--- src/rtl/eatm_pkg.sv ---
`timescale 1ns / 1ps
// eatm_pkg: layer table, derived constants and shared types of the
// exponential atmosphere density pipeline. No dependencies.
package eatm_pkg;

	// layer table size and the rows in use
	localparam int LAYER_COUNT = 28;
	localparam int TABLE_ROWS = 28;
	localparam int USED = (LAYER_COUNT < TABLE_ROWS) ? LAYER_COUNT : TABLE_ROWS;
	localparam int IDX_W = $clog2(USED);

	// fixed widths
	localparam int ALT_W = 22;
	localparam int H_W = 21;
	localparam int SCALE_W = 19;
	localparam int RECIP_W = 41;
	localparam int X_W = 41;
	localparam int N0_W = 10;
	localparam int N_W = 7;
	localparam int SERIES_TERMS = 13;
	localparam int KMUL_W = 37;
	localparam int KSHIFT = 36;

	localparam logic [31:0] LN2_Q32 = 32'd2977044472;
	localparam logic [32:0] ONE_Q32 = 33'h1_0000_0000;

	typedef logic [31:0] mant_arr_t [TABLE_ROWS];
	typedef logic signed [7:0] bexp_arr_t [TABLE_ROWS];
	typedef logic [RECIP_W-1:0] recip_arr_t [TABLE_ROWS];
	typedef logic [KMUL_W-1:0] kmul_arr_t [SERIES_TERMS+1];

	typedef struct packed {
		logic [31:0] m;
		logic signed [7:0] e;
	} norm_t;

	// item passed between the pipeline sections
	typedef struct packed {
		logic [31:0] t;
		logic [32:0] r;
		logic [IDX_W-1:0] idx;
		logic [N_W-1:0] n;
	} term_t;

	localparam logic [20:0] LAYER_BASE [TABLE_ROWS] = '{
		21'd0, 21'd25000, 21'd30000, 21'd40000, 21'd50000, 21'd60000, 21'd70000,
		21'd80000, 21'd90000, 21'd100000, 21'd110000, 21'd120000, 21'd130000,
		21'd140000, 21'd150000, 21'd180000, 21'd200000, 21'd250000, 21'd300000,
		21'd350000, 21'd400000, 21'd450000, 21'd500000, 21'd600000, 21'd700000,
		21'd800000, 21'd900000, 21'd1000000
	};

	localparam logic [13:0] LAYER_DIGITS [TABLE_ROWS] = '{
		14'd1225, 14'd3899, 14'd1774, 14'd3972, 14'd1057, 14'd3206, 14'd8770,
		14'd1905, 14'd3396, 14'd5297, 14'd9661, 14'd2438, 14'd8484, 14'd3845,
		14'd2070, 14'd5464, 14'd2789, 14'd7248, 14'd2418, 14'd9518, 14'd3725,
		14'd1585, 14'd6967, 14'd1454, 14'd3614, 14'd1170, 14'd5245, 14'd3019
	};

	localparam logic [4:0] LAYER_POW10 [TABLE_ROWS] = '{
		5'd3, 5'd5, 5'd5, 5'd6, 5'd6, 5'd7, 5'd8, 5'd8, 5'd9, 5'd10, 5'd11, 5'd11,
		5'd12, 5'd12, 5'd12, 5'd13, 5'd13, 5'd14, 5'd14, 5'd15, 5'd15, 5'd15,
		5'd16, 5'd16, 5'd17, 5'd17, 5'd18, 5'd18
	};

	localparam logic [SCALE_W-1:0] LAYER_SCALE [TABLE_ROWS] = '{
		19'd7249, 19'd6349, 19'd6682, 19'd7554, 19'd8382, 19'd7714, 19'd6549,
		19'd5799, 19'd5382, 19'd5877, 19'd7263, 19'd9473, 19'd12636, 19'd16149,
		19'd22523, 19'd29740, 19'd37105, 19'd45546, 19'd53628, 19'd53298,
		19'd58515, 19'd60828, 19'd63822, 19'd71835, 19'd88667, 19'd124640,
		19'd181050, 19'd268000
	};

	// restoring long division, elaboration use only
	function automatic logic [63:0] udiv64(input logic [63:0] num, input logic [63:0] den);
		logic [64:0] rem;
		logic [63:0] quo;
		rem = '0;
		quo = '0;
		for (int i = 63; i >= 0; i--) begin
			rem = {rem[63:0], num[i]};
			if (rem >= {1'b0, den}) begin
				rem = rem - {1'b0, den};
				quo[i] = 1'b1;
			end
		end
		return quo;
	endfunction

	// decimal base density to 32-bit normalized mantissa and exponent
	function automatic norm_t base_norm(input logic [13:0] digits, input logic [4:0] p);
		logic [63:0] a;
		logic [63:0] b;
		logic [63:0] m;
		int e;
		norm_t res;
		a = 64'(digits);
		b = 64'd1;
		m = '0;
		e = 0;
		for (int i = 0; i < int'(p); i++)
			b = b * 64'd10;
		while (a >= (b << 1)) begin
			b = b << 1;
			e++;
		end
		while (a < b) begin
			a = a << 1;
			e--;
		end
		for (int i = 0; i < 32; i++) begin
			m = m << 1;
			if (a >= b) begin
				a = a - b;
				m[0] = 1'b1;
			end
			a = a << 1;
		end
		res.m = m[31:0];
		res.e = 8'(e);
		return res;
	endfunction

	function automatic mant_arr_t build_mant();
		mant_arr_t a;
		norm_t nv;
		for (int i = 0; i < TABLE_ROWS; i++) begin
			nv = base_norm(LAYER_DIGITS[i], LAYER_POW10[i]);
			a[i] = nv.m;
		end
		return a;
	endfunction

	function automatic bexp_arr_t build_bexp();
		bexp_arr_t a;
		norm_t nv;
		for (int i = 0; i < TABLE_ROWS; i++) begin
			nv = base_norm(LAYER_DIGITS[i], LAYER_POW10[i]);
			a[i] = nv.e;
		end
		return a;
	endfunction

	// floor(2^53 / scale height)
	function automatic recip_arr_t build_recip();
		recip_arr_t a;
		for (int i = 0; i < TABLE_ROWS; i++)
			a[i] = RECIP_W'(udiv64(64'd1 << 53, 64'(LAYER_SCALE[i])));
		return a;
	endfunction

	// ceil(2^36 / k), exact quotient for any 32-bit dividend
	function automatic kmul_arr_t build_kmul();
		kmul_arr_t a;
		a[0] = '0;
		for (int k = 1; k <= SERIES_TERMS; k++)
			a[k] = KMUL_W'(udiv64((64'd1 << KSHIFT) + 64'(k - 1), 64'(k)));
		return a;
	endfunction

	localparam mant_arr_t BASE_MANT = build_mant();
	localparam bexp_arr_t BASE_EXP = build_bexp();
	localparam recip_arr_t SCALE_RECIP = build_recip();
	localparam kmul_arr_t KDIV_MUL = build_kmul();
	localparam logic [N0_W-1:0] LN2_RECIP = N0_W'(udiv64(64'd1 << 41, 64'(LN2_Q32)));

endpackage

--- src/rtl/eatm_exp_term.sv ---
`timescale 1ns / 1ps
// eatm_exp_term: one Horner step of exp(-t), r = 1 - t * r / k, two stages.
// Depends on eatm_pkg.
module eatm_exp_term (
	input  logic            clk,
	input  logic            arst_n,
	input  logic [3:0]      k,
	input  logic            in_valid,
	output logic            in_ready,
	input  eatm_pkg::term_t in_data,
	output logic            out_valid,
	input  logic            out_ready,
	output eatm_pkg::term_t out_data
);

	logic v_s1, v_s2, ld_s1, ld_s2;
	eatm_pkg::term_t d_s1, d_s2;
	logic [31:0] tr_s1;
	logic [64:0] tr_full;
	logic [68:0] qk_full;

	assign ld_s2 = !v_s2 || out_ready;
	assign ld_s1 = !v_s1 || ld_s2;
	assign in_ready = ld_s1;

	always_ff @(posedge clk or negedge arst_n) begin
		if (!arst_n) begin
			v_s1 <= 1'b0;
			v_s2 <= 1'b0;
		end else begin
			if (ld_s1) v_s1 <= in_valid;
			if (ld_s2) v_s2 <= v_s1;
		end
	end

	// t * r in Q32, and exact division by k through its reciprocal
	assign tr_full = 65'(in_data.t) * 65'(in_data.r);
	assign qk_full = 69'(tr_s1) * 69'(eatm_pkg::KDIV_MUL[k]);

	always_ff @(posedge clk) begin
		if (ld_s1) begin
			d_s1 <= in_data;
			tr_s1 <= tr_full[63:32];
		end
		if (ld_s2) begin
			d_s2 <= '{t: d_s1.t,
			          r: eatm_pkg::ONE_Q32 - {1'b0, qk_full[67:36]},
			          idx: d_s1.idx,
			          n: d_s1.n};
		end
	end

	assign out_valid = v_s2;
	assign out_data = d_s2;

endmodule

--- config.mk ---
export PLATFORM = sky130hd
export DESIGN_NAME = eatm_exp_term
export DESIGN_NICKNAME = d
export VERILOG_FILES = /design/src/rtl/eatm_pkg.sv /design/src/rtl/eatm_exp_term.sv
export SDC_FILE = /design/constraint.sdc
export NUM_CORES = 2
export LEC_CHECK = 0
export BUFFER_PORTS_ARGS = -buffer_cell sky130_fd_sc_hd__buf_2
export CAP_MARGIN = 15
export CORE_UTILIZATION = 58
export DETAILED_ROUTE_END_ITERATION = 7
export GPL_TIMING_DRIVEN = 0
export PLACE_DENSITY_LB_ADDON = 0.25
export REMOVE_ABC_BUFFERS = 1
export SLEW_MARGIN = 0
export SYNTH_ARGS = -nofsm -noshare
export SYNTH_HDL_FRONTEND = slang
export SYNTH_SLANG_ARGS = --single-unit
--- constraint.sdc ---
create_clock -name clk -period 8.35 [get_ports clk]
set_input_delay 1.67 -clock clk [delete_from_list [all_inputs] [get_ports clk]]
set_output_delay 1.67 -clock clk [all_outputs]
set_load 0.02 [all_outputs]
Word level (Yosys, flattened, before mapping)

Memories as Yosys holds them, arrays and structs flattened.
Cells that the tools add are included.

$mul: 2
Bitwise operators: 1
Order comparisons: 1
$add $sub $neg: 1
Reductions and logical operators: 4
Mux-type cells: 2

Operator list:

| operator               | count |
|---|---|
| $mux 37                | 2 |
| $mul 32x37->68         | 1 |
| $mul 32x33->64         | 1 |
| $sub 33x32->33 const A | 1 |
| $ge 5x5->1 const B     | 1 |
| $not 4->5              | 1 |
| $logic_not 1->1        | 2 |
| $logic_or 1x1->1       | 2 |

Output and inout bits: 79
Logic and storage cells: 22
ROM bits: 592
Memories kept: 1
Register bits after elaboration: 155

Memory list:

| name             | words | bits a word | read ports | clocked after Yosys merged registers in | write ports | RTL line            | RTL |
|---|---|---|---|---|---|---|---|
| (name not given) | 16    | 37          | 1          | 0                                       | 0           | eatm_exp_term.sv:38 | `assign qk_full = 69'(tr_s1) * 69'(eatm_pkg::KDIV_MUL[k]);` |

Logic depth before layout (Yosys ltp)

Depth in word-level cells: 6
Mapped depth: 39
Depth with buffers taken out: 37

Least setup slack after synthesis

OpenSTA, ideal clock, no wires.

Kind: input -> register
From: input k[3]
To: register d_s2, in the netlist out_data[39] (data pin)
Required time: 8.095 ns
Stages on the path: 36
Setup slack: -2.775 ns
Arrival: 10.870 ns
Cells stage by stage: clkbuf_1 > buf_1 > a21o_1 > clkbuf_1 > clkbuf_1 > nand2_1 > inv_1 > nand2_1 > fa_1 > inv_1 > fa_1 > inv_1 > fa_1 > inv_1 > fa_1 > fa_1 > fa_1 > fa_1 > inv_1 > fa_1 > inv_1 > ha_1 > buf_2 > nand4_1 > or3_1 > or4_4 > a2111oi_2 > nor3_1 > a21o_1 > a32oi_1 > o2111ai_1 > or4_1 > buf_2 > or4b_1 > o311ai_1 > and3b_1

Cells in the longest elaborated chain, start to end: 6

Ends and longest elaborated chain:

| what                                       | RTL line            | RTL |
|---|---|---|
| start, declared                            | eatm_exp_term.sv:7  | `input logic [3:0] k,` |
| $not 4->5 (not written as such)            | eatm_exp_term.sv:38 |  |
| $mem_v2 16x37                              | -                   |  |
| $mux 37 (not written as such) (2 in a row) | eatm_exp_term.sv:38 |  |
| $mul 32x37->68                             | eatm_exp_term.sv:38 |  |
| $sub 33x32->33                             | eatm_exp_term.sv:47 | `r: eatm_pkg::ONE_Q32 - {1'b0, qk_full[67:36]},` |
| end signal, assigned                       | eatm_exp_term.sv:46 | `d_s2 <= '{t: d_s1.t,` |
| end, declared                              | eatm_exp_term.sv:17 | `eatm_pkg::term_t d_s1, d_s2;` |

Every way passes these cells. The select of a mux whose other input is x is not followed.
A chain may end at the register's enable or synchronous reset.

Worst setup path after layout

From: input k[0]
To: register d_s2, in the netlist out_data[39] (data pin)

The elaborated chain is that of the path after synthesis.

==> key figures <==
Logic synthesis
  • Ys async rst share: 1.29%
  • Mapped cell area: 74,000 um2
  • Yosys warnings: 0
  • Most used flip-flop cell after synthesis: edfxtp_1
  • Synth Register Bits: between 150 and 200
  • Cells after Synth: 7,954
  • Number of synthesized flops with an enable pin: 153
  • Avg Cell Area, Syn: 9.30 um2
  • Synth cell types: 83
  • Register area share after synthesis: 6.28%

STA
  • Max_slew headroom: 5.85%
  • RSZ-0062 raised after global routing: yes
  • Slew Limit Fails: 0
  • Setup Skew: around 0.025 ns
  • Final WS setup: -2.61 ns
  • Final worst-path cycle share: 131%
  • Hold WS: slightly above 0.4 ns
  • Hold Fails Final Rpt: 0
  • Final worst path period need: 10.96 ns
  • Worst Max-Slew Pin Slew: 1.41 ns
  • Setup Viol. Count Final: 50
  • Fmax: just over 90 MHz

Global routing
  • Vias in the first global route: 62.0k
  • Tot GR Track Use: 38.4%
  • Pin count of the biggest net entering global routing: 55
  • Remaining Overflow, GRT: 0
  • Antenna violations before repair: 11
  • Wire length of the first global-routing pass: 368,000 um

Finish
  • Multi-input gate area: 62,900 um2
  • Fraction of layout cells with a size suffix above 1: 13.5%
  • Nets@finish: 10.7k
  • Register area: around 4600 um2
  • Area growth syn-to-layout: 16.0%
  • Filler cells: between 9k and 10k

Floorplanning
  • Die Span Y: 359 um
  • Die width: 359 um
  • Io pins: 164
  • Initial Util: 58.7%
  • Die Area: 129,000 um2
  • # rows: 130
  • Core Footprint: between 100,000 and 150,000 um2

Placed design
  • Dpl ws: -5.56 ns
  • Final HPWL DP: 182,000 um
  • IO buf count: 163
  • GPL Wtd Cong: 0.986

Detailed routing
  • DR vias: 58.2k
  • Vias/cell: 5.94
  • Starting DRC count in detailed routing: 6,102
  • ANT nets after route: 0
  • WL/cell: 27.0 um
  • DRC violations left: 2
  • First-pass detailed-route iteration total: 8
  • Final wirelength: 265,000 um

Clocking
  • Root Buffer: clkbuf_16
  • Later-pin clock latency in the skew report: 0.51 ns
  • CTS H-tree depth: 4
  • CTS clk-pin slew, worst paths: 0.09 ns
  • Num Clock Sinks: 155
  • Inserted Clock Buffers: 17
  • CTS tree: done
  • Clock Path Buffers: 2

Status
  • Failing checks: DRC, setup timing
  • Status: finished, violations left

Min path
  • Worst min path class: reg -> reg

Worst setup path
  • CP Data Required Time: 8.61 ns
  • R2R Setup Slk: -2.34 ns
  • Crit path max fanout: 7
  • Crit Path Category: in -> reg
  • Setup crit start kind: input port
  • Worst path arrival time: 11.22 ns
  • CP Capture Type: register
  • Buf/Inv on CP: 11
  • Critical path's top delay family: adder cells
  • Worst-path cell with the longest stage delay: nor4_1
  • Crit-path most repeated cell: fa_1
  • Crit-path max cell delay: 1.02 ns

Job
  • Max Cap Viol: 0
## registers in the layout, indices dropped and copies added (netlist names)
signal / count
v_s1: 1
tr_s1: 32
out_valid: 1
d_s1: 44
out_data: 77
## cell type report
class	count	area share, %
multi-input combinational	5288	73.3
clock buffer	17	0.496
tap	1650	2.41
antenna	2	0.00583
inverter	2136	9.36
clock inverter	15	0.201
timing repair buffer	535	8.85
sequential	155	5.41
## metal layers
layer / part of all wire (%) / up-vias / GRT usage, %
li1: - / 23400 / -
met1: 33 / 29700 / 47.9
met2: 45 / 3856 / 61.1
met3: 12 / 1219 / 9.23
met4: 9.9 / 14 / 22.6
met5: 0.036 / - / 0
## timing repair
action	4_1_cts	5_1_grt
buffers inserted	132	108
hold buffers	0	0
gates cloned	15	54
resized for setup	401	647
endpoints found under the setup margin	65	64
pin swaps	142	164
hold endpoints to repair	0	0
## placed cells by master (no fill, tap or decap), drive strengths merged, types with 13 or more instances in the layout
cell type | Yosys | routed
nor2 | 95 | 95
ha | 521 | 521
nand4 | 46 | 46
nor3 | 35 | 35
a31oi | 13 | 13
nor4 | 13 | 13
a21oi | 137 | 137
and3 | 52 | 52
inv | 2136 | 2143
and2 | 534 | 534
fa | 1958 | 1958
o21ai | 78 | 79
nand2b | 15 | 16
edfxtp | 153 | 153
o21a | 18 | 18
nand2 | 1403 | 1403
xor2 | 29 | 29
a21o | 57 | 57
clkbuf | 367 | 73
nand3 | 21 | 21
buf | 10 | 473
xnor2 | 67 | 67
## path summary, 6_finish.rpt
check / start / end / cells after the start
min in group asynchronous: arst_n / v_s1$_DFFE_PN0P_ / 1
max in group asynchronous: arst_n / out_valid$_DFFE_PN0P_ / 1
hold reg to reg: d_s1[72]$_DFFE_PP_ / out_data[72]$_DFFE_PP_ / 0
setup reg to reg: tr_s1[1]$_DFFE_PP_ / out_data[39]$_DFFE_PP_ / 29
hold / removal: d_s1[72]$_DFFE_PP_ / out_data[72]$_DFFE_PP_ / 0
setup / recovery: k[0] / out_data[39]$_DFFE_PP_ / 33
## worst register-to-register path: cells and delay by family (launching register included)
kind	cells	cell delay, ns
XOR/XNOR	1	0.33
adder cells (fa/ha/maj)	8	4.17
AND/OR/NAND/NOR	9	3.27
AO/OA/AOI/OAI	3	0.56
flip-flops	1	0.96
buffers and inverters	8	1.19
## Yosys cell counts (all sizes together), types with 5 or more instances
cell type	count	area (um2)
edfxtp	153	4590
ha	521	6520
nor4	13	81.3
buf	10	42.5
nand2	1403	5270
and2	534	3340
o211a	5	50.1
o31ai	8	60.1
nand2b	15	93.8
nor3	35	175
or2	8	50.1
a21o	57	428
o211ai	9	67.6
nor3b	10	75.1
nor2	95	357
or3	11	73.8
nand3	21	105
nor2b	12	75.1
or4	6	48.8
o21bai	11	82.6
fa	1958	39200
a21boi	11	82.6
clkbuf	367	1380
a31oi	13	81.3
xnor2	67	587
o21ai	78	390
inv	2136	8020
o2111ai	10	87.6
and3	52	325
a21oi	137	686
and4	10	87.6
o21a	18	135
a211oi	12	95.1
xor2	29	254
nand4	46	294
## through the flow
step                      instances  utilization [%]  area [um2]  TNS [ns]
final                          9798             68.1       85800    -68.17
after global routing           9796             68.1       85800    -75.14
after CTS                      9634             64.1       80900    -73.44
after detailed placement       9455             61.1       77100   -209.40
after global placement         9390             59.9       75500   -356.26
after floorplan                7577                -       72600    -96.78
## cell families (layout without fill, tap and decap cells)
logic type,Yosys count,count (layout),synth area share (%)
compound gates,421,422,3.71
xor+xnor,96,96,1.14
fa+ha+maj,2479,2479,61.8
buf+inv,2513,2703,12.8
flops,155,155,6.28
mux,3,3,0.0423
other cells,0,2,0
simple gates,2287,2288,14.3
Power is left out: the tool's default activity adds up to more than one toggle a clock period on the data nets, which glitch-free logic cannot reach.
