--- config.mk ---
export PLATFORM = sky130hd
export DESIGN_NAME = eatm_norm_flat
export DESIGN_NICKNAME = d
export VERILOG_FILES = /design/src/rtl/eatm_pkg.sv /design/src/rtl/eatm_result_if.sv /design/src/rtl/eatm_norm.sv /design/src/flat_wrapper.sv
export SDC_FILE = /design/constraint.sdc
export NUM_CORES = 2
export LEC_CHECK = 0
export ABC_AREA = 1
export BUFFER_PORTS_ARGS = -buffer_cell sky130_fd_sc_hd__buf_2
export CORE_AREA = 2 2 405 247
export CTS_CLUSTER_SIZE = 25
export DETAILED_ROUTE_END_ITERATION = 12
export DIE_AREA = 0 0 407 249
export SYNTH_ARGS = -nofsm -noshare
export SYNTH_HDL_FRONTEND = slang
export SYNTH_SLANG_ARGS = --single-unit
--- constraint.sdc ---
create_clock -name clk -period 4.1 [get_ports clk]
set_input_delay 0.41 -clock clk [delete_from_list [all_inputs] [get_ports clk]]
set_output_delay 0.41 -clock clk [all_outputs]
set_load 0.01 [all_outputs]
--- src/rtl/eatm_pkg.sv ---
`timescale 1ns / 1ps
// eatm_pkg: layer table, derived constants and shared types of the
// exponential atmosphere density pipeline. No dependencies.
package eatm_pkg;

	// layer table size and the rows in use
	localparam int LAYER_COUNT = 28;
	localparam int TABLE_ROWS = 28;
	localparam int USED = (LAYER_COUNT < TABLE_ROWS) ? LAYER_COUNT : TABLE_ROWS;
	localparam int IDX_W = $clog2(USED);

	// fixed widths
	localparam int ALT_W = 22;
	localparam int H_W = 21;
	localparam int SCALE_W = 19;
	localparam int RECIP_W = 41;
	localparam int X_W = 41;
	localparam int N0_W = 10;
	localparam int N_W = 7;
	localparam int SERIES_TERMS = 13;
	localparam int KMUL_W = 37;
	localparam int KSHIFT = 36;

	localparam logic [31:0] LN2_Q32 = 32'd2977044472;
	localparam logic [32:0] ONE_Q32 = 33'h1_0000_0000;

	typedef logic [31:0] mant_arr_t [TABLE_ROWS];
	typedef logic signed [7:0] bexp_arr_t [TABLE_ROWS];
	typedef logic [RECIP_W-1:0] recip_arr_t [TABLE_ROWS];
	typedef logic [KMUL_W-1:0] kmul_arr_t [SERIES_TERMS+1];

	typedef struct packed {
		logic [31:0] m;
		logic signed [7:0] e;
	} norm_t;

	// item passed between the pipeline sections
	typedef struct packed {
		logic [31:0] t;
		logic [32:0] r;
		logic [IDX_W-1:0] idx;
		logic [N_W-1:0] n;
	} term_t;

	localparam logic [20:0] LAYER_BASE [TABLE_ROWS] = '{
		21'd0, 21'd25000, 21'd30000, 21'd40000, 21'd50000, 21'd60000, 21'd70000,
		21'd80000, 21'd90000, 21'd100000, 21'd110000, 21'd120000, 21'd130000,
		21'd140000, 21'd150000, 21'd180000, 21'd200000, 21'd250000, 21'd300000,
		21'd350000, 21'd400000, 21'd450000, 21'd500000, 21'd600000, 21'd700000,
		21'd800000, 21'd900000, 21'd1000000
	};

	localparam logic [13:0] LAYER_DIGITS [TABLE_ROWS] = '{
		14'd1225, 14'd3899, 14'd1774, 14'd3972, 14'd1057, 14'd3206, 14'd8770,
		14'd1905, 14'd3396, 14'd5297, 14'd9661, 14'd2438, 14'd8484, 14'd3845,
		14'd2070, 14'd5464, 14'd2789, 14'd7248, 14'd2418, 14'd9518, 14'd3725,
		14'd1585, 14'd6967, 14'd1454, 14'd3614, 14'd1170, 14'd5245, 14'd3019
	};

	localparam logic [4:0] LAYER_POW10 [TABLE_ROWS] = '{
		5'd3, 5'd5, 5'd5, 5'd6, 5'd6, 5'd7, 5'd8, 5'd8, 5'd9, 5'd10, 5'd11, 5'd11,
		5'd12, 5'd12, 5'd12, 5'd13, 5'd13, 5'd14, 5'd14, 5'd15, 5'd15, 5'd15,
		5'd16, 5'd16, 5'd17, 5'd17, 5'd18, 5'd18
	};

	localparam logic [SCALE_W-1:0] LAYER_SCALE [TABLE_ROWS] = '{
		19'd7249, 19'd6349, 19'd6682, 19'd7554, 19'd8382, 19'd7714, 19'd6549,
		19'd5799, 19'd5382, 19'd5877, 19'd7263, 19'd9473, 19'd12636, 19'd16149,
		19'd22523, 19'd29740, 19'd37105, 19'd45546, 19'd53628, 19'd53298,
		19'd58515, 19'd60828, 19'd63822, 19'd71835, 19'd88667, 19'd124640,
		19'd181050, 19'd268000
	};

	// restoring long division, elaboration use only
	function automatic logic [63:0] udiv64(input logic [63:0] num, input logic [63:0] den);
		logic [64:0] rem;
		logic [63:0] quo;
		rem = '0;
		quo = '0;
		for (int i = 63; i >= 0; i--) begin
			rem = {rem[63:0], num[i]};
			if (rem >= {1'b0, den}) begin
				rem = rem - {1'b0, den};
				quo[i] = 1'b1;
			end
		end
		return quo;
	endfunction

	// decimal base density to 32-bit normalized mantissa and exponent
	function automatic norm_t base_norm(input logic [13:0] digits, input logic [4:0] p);
		logic [63:0] a;
		logic [63:0] b;
		logic [63:0] m;
		int e;
		norm_t res;
		a = 64'(digits);
		b = 64'd1;
		m = '0;
		e = 0;
		for (int i = 0; i < int'(p); i++)
			b = b * 64'd10;
		while (a >= (b << 1)) begin
			b = b << 1;
			e++;
		end
		while (a < b) begin
			a = a << 1;
			e--;
		end
		for (int i = 0; i < 32; i++) begin
			m = m << 1;
			if (a >= b) begin
				a = a - b;
				m[0] = 1'b1;
			end
			a = a << 1;
		end
		res.m = m[31:0];
		res.e = 8'(e);
		return res;
	endfunction

	function automatic mant_arr_t build_mant();
		mant_arr_t a;
		norm_t nv;
		for (int i = 0; i < TABLE_ROWS; i++) begin
			nv = base_norm(LAYER_DIGITS[i], LAYER_POW10[i]);
			a[i] = nv.m;
		end
		return a;
	endfunction

	function automatic bexp_arr_t build_bexp();
		bexp_arr_t a;
		norm_t nv;
		for (int i = 0; i < TABLE_ROWS; i++) begin
			nv = base_norm(LAYER_DIGITS[i], LAYER_POW10[i]);
			a[i] = nv.e;
		end
		return a;
	endfunction

	// floor(2^53 / scale height)
	function automatic recip_arr_t build_recip();
		recip_arr_t a;
		for (int i = 0; i < TABLE_ROWS; i++)
			a[i] = RECIP_W'(udiv64(64'd1 << 53, 64'(LAYER_SCALE[i])));
		return a;
	endfunction

	// ceil(2^36 / k), exact quotient for any 32-bit dividend
	function automatic kmul_arr_t build_kmul();
		kmul_arr_t a;
		a[0] = '0;
		for (int k = 1; k <= SERIES_TERMS; k++)
			a[k] = KMUL_W'(udiv64((64'd1 << KSHIFT) + 64'(k - 1), 64'(k)));
		return a;
	endfunction

	localparam mant_arr_t BASE_MANT = build_mant();
	localparam bexp_arr_t BASE_EXP = build_bexp();
	localparam recip_arr_t SCALE_RECIP = build_recip();
	localparam kmul_arr_t KDIV_MUL = build_kmul();
	localparam logic [N0_W-1:0] LN2_RECIP = N0_W'(udiv64(64'd1 << 41, 64'(LN2_Q32)));

endpackage

--- src/rtl/eatm_result_if.sv ---
`timescale 1ns / 1ps
// eatm_result_if: density result channel, valid/ready with payload.
// No dependencies.
interface eatm_result_if;
	logic valid;
	logic ready;
	logic [23:0] density_mantissa;
	logic signed [6:0] density_exponent;

	modport source(output valid, output density_mantissa, output density_exponent, input ready);
	modport sink(input valid, input density_mantissa, input density_exponent, output ready);
endinterface

--- src/rtl/eatm_norm.sv ---
`timescale 1ns / 1ps
// eatm_norm: base density times exp term, rounding to 24 bits and exponent.
// Depends on eatm_pkg and eatm_result_if.
module eatm_norm (
	input  logic            clk,
	input  logic            arst_n,
	input  logic            in_valid,
	output logic            in_ready,
	input  eatm_pkg::term_t in_data,
	eatm_result_if.source   result
);

	logic v_s1, v_s2, ld_s1, ld_s2;
	logic [63:0] p_s1;
	logic signed [7:0] be_s1;
	logic [eatm_pkg::N_W-1:0] n_s1;
	logic [23:0] mant_s2;
	logic signed [6:0] ex_s2;

	logic [64:0] p_full;
	logic [5:0] top;
	logic [24:0] mant;
	logic signed [9:0] ex;

	assign ld_s2 = !v_s2 || result.ready;
	assign ld_s1 = !v_s1 || ld_s2;
	assign in_ready = ld_s1;

	always_ff @(posedge clk or negedge arst_n) begin
		if (!arst_n) begin
			v_s1 <= 1'b0;
			v_s2 <= 1'b0;
		end else begin
			if (ld_s1) v_s1 <= in_valid;
			if (ld_s2) v_s2 <= v_s1;
		end
	end

	assign p_full = 65'(eatm_pkg::BASE_MANT[in_data.idx]) * 65'(in_data.r);

	// round half up to 24 bits, carry out and underflow saturation
	always_comb begin
		top = p_s1[63] ? 6'd63 : 6'd62;
		mant = p_s1[63] ? (25'(p_s1[63:40]) + 25'(p_s1[39]))
		                : (25'(p_s1[62:39]) + 25'(p_s1[38]));
		ex = 10'(top) + 10'(be_s1) - 10'sd63 - 10'(n_s1);
		if (mant[24]) begin
			mant = 25'h080_0000;
			ex = ex + 10'sd1;
		end
		if (ex < -10'sd64) begin
			mant = 25'h080_0000;
			ex = -10'sd64;
		end
	end

	always_ff @(posedge clk) begin
		if (ld_s1) begin
			p_s1 <= p_full[63:0];
			be_s1 <= eatm_pkg::BASE_EXP[in_data.idx];
			n_s1 <= in_data.n;
		end
		if (ld_s2) begin
			mant_s2 <= mant[23:0];
			ex_s2 <= 7'(ex);
		end
	end

	assign result.valid = v_s2;
	assign result.density_mantissa = mant_s2;
	assign result.density_exponent = ex_s2;

endmodule

--- src/flat_wrapper.sv ---
// flat-port wrapper written by rule: the top's interface ports become plain ports
module eatm_norm_flat 
  (clk, arst_n, in_valid, in_ready, in_data, result_valid, result_density_mantissa, result_density_exponent, result_ready);
  eatm_result_if result_i ();
  input  logic clk;
  input  logic arst_n;
  input  logic in_valid;
  output logic in_ready;
  input  eatm_pkg::term_t in_data;
  output wire logic [$bits(result_i.valid)-1:0] result_valid;
  output wire logic [$bits(result_i.density_mantissa)-1:0] result_density_mantissa;
  output wire logic [$bits(result_i.density_exponent)-1:0] result_density_exponent;
  input wire logic [$bits(result_i.ready)-1:0] result_ready;
  assign result_valid = result_i.valid;
  assign result_density_mantissa = result_i.density_mantissa;
  assign result_density_exponent = result_i.density_exponent;
  assign result_i.ready = result_ready;
  eatm_norm u_core (.clk(clk), .arst_n(arst_n), .in_valid(in_valid), .in_ready(in_ready), .in_data(in_data), .result(result_i));
endmodule
Yosys cells after proc, flatten, opt, wreduce, memory -nomap -nowiden
Memories as Yosys holds them, arrays and structs flattened. A register that Yosys moved wholly into a read port is not among the register bits.
Cells that the tools add are included.
{"block": "word_totals", "in_bits": 81, "out_inout_bits": 33, "register_bits": 104, "word_cells": 28, "mem_bits_ro": 1280, "memories": 2}
{"name": "(name not given)", "words": 32, "word_bits": 32, "read_ports": 1, "rd_clocked_by_memory_dff": 0, "wr": 0, "line": "eatm_norm.sv:39", "source": "assign p_full = 65'(eatm_pkg::BASE_MANT[in_data.idx]) * 65'(in_data.r);"}
{"name": "(name not given)", "words": 32, "word_bits": 8, "read_ports": 1, "rd_clocked_by_memory_dff": 1, "wr": 0, "line": "eatm_norm.sv:60", "source": "be_s1 <= eatm_pkg::BASE_EXP[in_data.idx];"}
{"block": "op_classes", "muxes": 5, "n_mul": 1, "reduce_logical": 5, "bitwise": 1, "magnitude_cmp": 2, "add_sub_neg": 6}
{"cell": "32-bit by 33-bit multiplier with 64-bit output", "count": 1}
{"cell": "32-bit 2-to-1 mux", "count": 2}
{"cell": "24-bit by 1-bit adder with 25-bit output", "count": 2}
{"cell": "25-bit 2-to-1 mux", "count": 1}
{"cell": "10-bit by 2-bit adder with 10-bit output (second input constant)", "count": 1}
{"cell": "10-bit by 7-bit less-than comparator with 1-bit output (second input constant)", "count": 1}
{"cell": "10-bit 2-to-1 mux", "count": 1}
{"cell": "10-bit by 6-bit subtractor with 10-bit output (second input constant)", "count": 1}
{"cell": "10-bit by 7-bit subtractor with 10-bit output", "count": 1}
{"cell": "7-bit by 8-bit adder with 9-bit output", "count": 1}
{"cell": "6-bit greater-or-equal comparator (second input constant)", "count": 1}
{"cell": "5-bit NOT with 6-bit output", "count": 1}
{"cell": "1-bit logical NOT", "count": 2}
{"cell": "1-bit logical OR", "count": 2}
{"cell": "2-bit OR reduction", "count": 1}
{"cell": "1-bit 2-to-1 mux", "count": 1}

Longest topological paths before layout
{"block": "logic_depth", "depth_word": 8, "ltp_mapped": 41, "ltp_nobuf": 39}

Worst setup path before layout
Ideal clock, no wire load.
{"block": "synth_timing", "path_kind": "input to register", "from": "input port in_data[8] (netlist bit)", "to": "register u_core.p_s1[56] (data pin)", "setup_time_ns": 0.252, "path_stages": 35, "n_path_buf": 2, "t_required_ns": 3.848, "t_arrival_ns": 7.845, "slack_ns": -3.998, "cell_sequence": "clkbuf_1 inv_1 ha_1 inv_1 nand2_1 inv_1 nor2_1 a21oi_1 nand3b_1 nand2_1 inv_1 clkbuf_1 nor2_1 fa_1 inv_1 fa_1 fa_1 fa_1 inv_1 fa_1 fa_1 fa_1 inv_1 fa_1 inv_1 ha_1 nand2_1 nor2_1 nand2_1 nor4_1 nand4_1 o21ai_1 nand4_1 nand3_1 nand2_1"}
{"block": "synth_between", "elab_chain_len": 5}
{"element": "start: declaration", "line": "flat_wrapper.sv:9", "source": "input eatm_pkg::term_t in_data;"}
{"element": "5-bit NOT with 6-bit output (not written as such)", "line": "eatm_norm.sv:39"}
{"element": "memory read 32 x 32 bit"}
{"element": "32-bit 2-to-1 mux (not written as such) (2 in a row)", "line": "eatm_norm.sv:39"}
{"element": "32-bit by 33-bit multiplier with 64-bit output", "line": "eatm_norm.sv:39"}
{"element": "via u_core.p_full[56]", "line": "eatm_norm.sv:20", "source": "logic [64:0] p_full;"}
{"element": "end signal: assignment", "line": "eatm_norm.sv:59", "source": "p_s1 <= p_full[63:0];"}
{"element": "end: declaration", "line": "eatm_norm.sv:14", "source": "logic [63:0] p_s1;"}
The timed path passes the listed nets, and every way through them passes these cells. The select of a mux whose other input is x is not followed.
A chain may end at the register's enable or synchronous reset.

Worst setup path in the final report
{"block": "layout_timing", "from": "input port in_data[7] (netlist bit)", "to": "register u_core.p_s1[41] (data pin)"}
The elaborated chain is that of the path after synthesis.

==> results by group <==
Outcome
  – Outcome: finished, violations left
  – Failing checks: setup timing

Critical path
  – Critical path's slowest cell: fa_2
  – Worst Path Required: 4230 ps
  – CP startpoint kind: input pin
  – Setup CP Type: in2reg
  – Max stage delay on crit path: 610 ps
  – Critical Path Start: in_data[7]
  – Crit. End Element: flip-flop
  – Worst-case reg-to-reg path depth: 22
  – Reg2Reg Capture Point: u_core.result.density_mantissa[1]$_SDFFCE_PP0P_
  – Top cell by count, worst path: fa_1
  – Worst EP arrival: 7850 ps
  – CP endpoint: u_core.p_s1[41]$_DFFE_PP_
  – RR Startpoint: u_core.p_s1[63]$_DFFE_PP_
  – Setup slack, reg-to-reg: 240 ps
  – Critical-path maximum fanout: 5

Global route
  – Gr ovfl total: 0
  – Global-route wire length before repair: 232000 microns
  – Initial antenna violation count: 0
  – Pin count of the biggest net entering global routing: 42
  – GRT Total Usage: 31.2%
  – Vias in the first global route: 35.4k

Clock tree
  – CTS sink cnt: 73
  – Worst-case clock buffer depth: 2
  – H-tree depth: 3
  – CTS root buf: clkbuf_16
  – Worst-Skew Late Latency: 370 ps
  – CTS tree: yes
  – Clock Pin Slew Worst Setup and Hold Paths: 70 ps
  – Total CTS buffers: 9

STA
  – FMAX: 129 MHz
  – Fin worst setup slack: -3630 ps
  – Worst Skew: 12.8 ps
  – Hold Vio Cnt, Final: 0
  – Pins Over Slew Limit: 0
  – Final setup vio count: 26
  – RSZ-0062 raised after global routing: yes
  – Worst slew pin tran: 616 ps
  – Tcrit/Tclk final: 189%
  – Slew margin rel.: 59.0%
  – Minimum hold slack: 218 ps
  – Total negative setup slack: -91930 ps
  – Min cycle time layout: 7730 ps

Routing
  – Top routing layer used: met5
  – Met1 Wirelength: 70800 microns
  – WL met2: 58600 microns
  – WL/cell: 23.1 microns
  – Routed Antenna Nets: 0
  – Initial DRC count: 3694
  – DR vias/cell: 5.12
  – Detailed-route wire length: 157000 microns
  – DR pass1 iterations: 7
  – Via count: 34.9k
  – Met3 routed WL: 24900 microns
  – Post-route DRC violation count: 0

Synthesis
  – Area share of the largest cell type after synthesis: 47.8%
  – EDFF count, synth: 71
  – Sequential fraction of the synthesis area: 5.63%
  – Synthesized flop and latch total: 73
  – Distinct cells, synth: 56
  – Net count after synthesis: 6068
  – Xor and xnor area share after synthesis: 0.972%
  – Warning count from the yosys run: 0
  – Area fraction in compound gates after synthesis: 4.77%
  – Mean Syn Cell Area: 8.12 sq um
  – Synth Area in Adders: 57.1%
  – Multiplexer share of the synthesized area: 0.0775%
  – Largest family of logic cells by synthesized area: adder cells
  – Top FF cell, synth: edfxtp_1
  – Top cells by area, synth: fa_1 48%, inv_1 11%, ha_1 9.3%
  – Simple-gate share of the synthesized area: 18.2%
  – Ys async rst share: 2.74%
  – Post-Syn Area: 38800 sq um
  – Yosys top cell by area: fa_1
  – Mapped Cells: 4774

Cells and area
  – Most frequent cells in the layout: 1077 x inv_1, 854 x fa_1, 759 x nand2_1
  – Share of layout cells above drive strength 1: 26.5%
  – Area grow syn2layout: 29.1%
  – Nets: 6774
  – Most common cell after layout, fill and taps aside: inv_1

Floorplan
  – Starting density of the core: 39.8%
  – Core Footprint: 97400 sq um
  – Row Count: 89
  – Die W: 407 microns
  – Total die area: 101000 sq um
  – Top Ports: 114
  – Die Y: 249 microns

Hold path
  – Min-delay worst type: in2reg

Flow run
  – MaxCap Viol Count: 0

Placed design
  – Port Buffers: 81
  – Dpl hpwl: 135000 microns
  – GPL Wtd Cong: 1.04
## state kept, by name (all words and copies together) (netlist names)
| name | cells |
|---|---|
| u_core.n_s1 | 7 |
| u_core.result.valid | 1 |
| u_core.be_s1 | 7 |
| u_core.result.density_exponent | 7 |
| u_core.result.density_mantissa | 24 |
| u_core.v_s1 | 1 |
| u_core.p_s1 | 26 |
## cell type report
class,instances,area [sq um]
antenna,1,2.50
timing repair buffer,876,7720
multi-input combinational,3342,33600
inverter,1178,4530
clock inverter,7,109
sequential,73,2180
fill,9273,47400
tap,1319,1650
clock buffer,9,225
## worst min-delay path by stage
stage,start,endpoint,slack (ps),cells after the start
3_3_place_gp,arst_n,u_core.v_s1$_DFFE_PN0P_,190,1
4_1_cts,in_data[5],u_core.n_s1[5]$_DFFE_PP_,200,1
3_5_place_dp,arst_n,u_core.v_s1$_DFFE_PN0P_,200,1
2_1_floorplan,arst_n,u_core.result.valid$_DFFE_PN0P_,110,0
6_report,in_data[2],u_core.n_s1[2]$_DFFE_PP_,220,1
5_1_grt,in_data[2],u_core.n_s1[2]$_DFFE_PP_,200,1
## per-layer routing
metal	up-vias	track usage (%)
li1	15400	-
met5	-	0
met2	1917	39.7
met3	167	15.3
met1	17400	47.4
met4	4	4.80
## through the flow
step / area (sq um) / util (%) / setup WS, ps / cells
5_1_grt: 50100 / 51.4 / -3810 / 6804
3_3_place_gp: 46600 / 47.8 / -4450 / 6692
4_1_cts: 48200 / 49.4 / -3600 / 6753
2_1_floorplan: 39300 / - / -3230 / 4774
6_report: 50100 / 51.4 / -3630 / 6805
3_5_place_dp: 46600 / 47.8 / -4450 / 6692
## cells in the mapped netlist, drive strengths merged (2+ instances only)
| cell | count |
|---|---|
| inv | 1149 |
| fa | 925 |
| nand2 | 855 |
| nor2 | 747 |
| ha | 288 |
| clkbuf | 166 |
| a21oi | 144 |
| o21ai | 124 |
| nand3 | 79 |
| edfxtp | 71 |
| xor2 | 35 |
| nor3 | 30 |
| clkinv | 29 |
| nand4 | 20 |
| buf | 14 |
| a31oi | 11 |
| o21a | 11 |
| nor4 | 8 |
| xnor2 | 8 |
| o31ai | 7 |
| o211ai | 6 |
| o22ai | 6 |
| a21o | 5 |
| o21bai | 5 |
| a211oi | 4 |
| a21boi | 4 |
| and3 | 4 |
| mux2i | 3 |
| or2 | 3 |
| a32o | 2 |
| dfrtp | 2 |
| dlygate4sd3 | 2 |
| nand3b | 2 |
| o311ai | 2 |
## worst max-delay path: cells and delay by family
| family | cells | cell delay (ps) |
|---|---|---|
| buffers and inverters | 13 | 1130 |
| xor gates and xnor gates | 1 | 140 |
| adders and majority gates | 10 | 4720 |
| AOI/OAI and AO/OA | 7 | 900 |
| and+or+nand+nor | 5 | 510 |
## cells by family (layout without fill, tap and decap cells)
group	after synthesis	after routing
AO/OA/AOI/OAI	334	334
XOR/XNOR	43	43
adder cells (fa/ha/maj)	1213	1213
buffers and inverters	1360	2070
flip-flops	73	73
multiplexers	3	3
other	0	1
AND/OR/NAND/NOR	1748	1749
## timing repair
item | CTS | global route
hold endpoints to repair | 2 | 0
resized for setup | 259 | 401
setup endpoints to repair | 26 | 56
gates cloned | 2 | 1
pin swaps | 123 | 223
hold buffers | 1 | 0
buffers inserted | 44 | 52
Power is left out: the tool's default activity adds up to more than one toggle a clock period on the data nets, which glitch-free logic cannot reach.
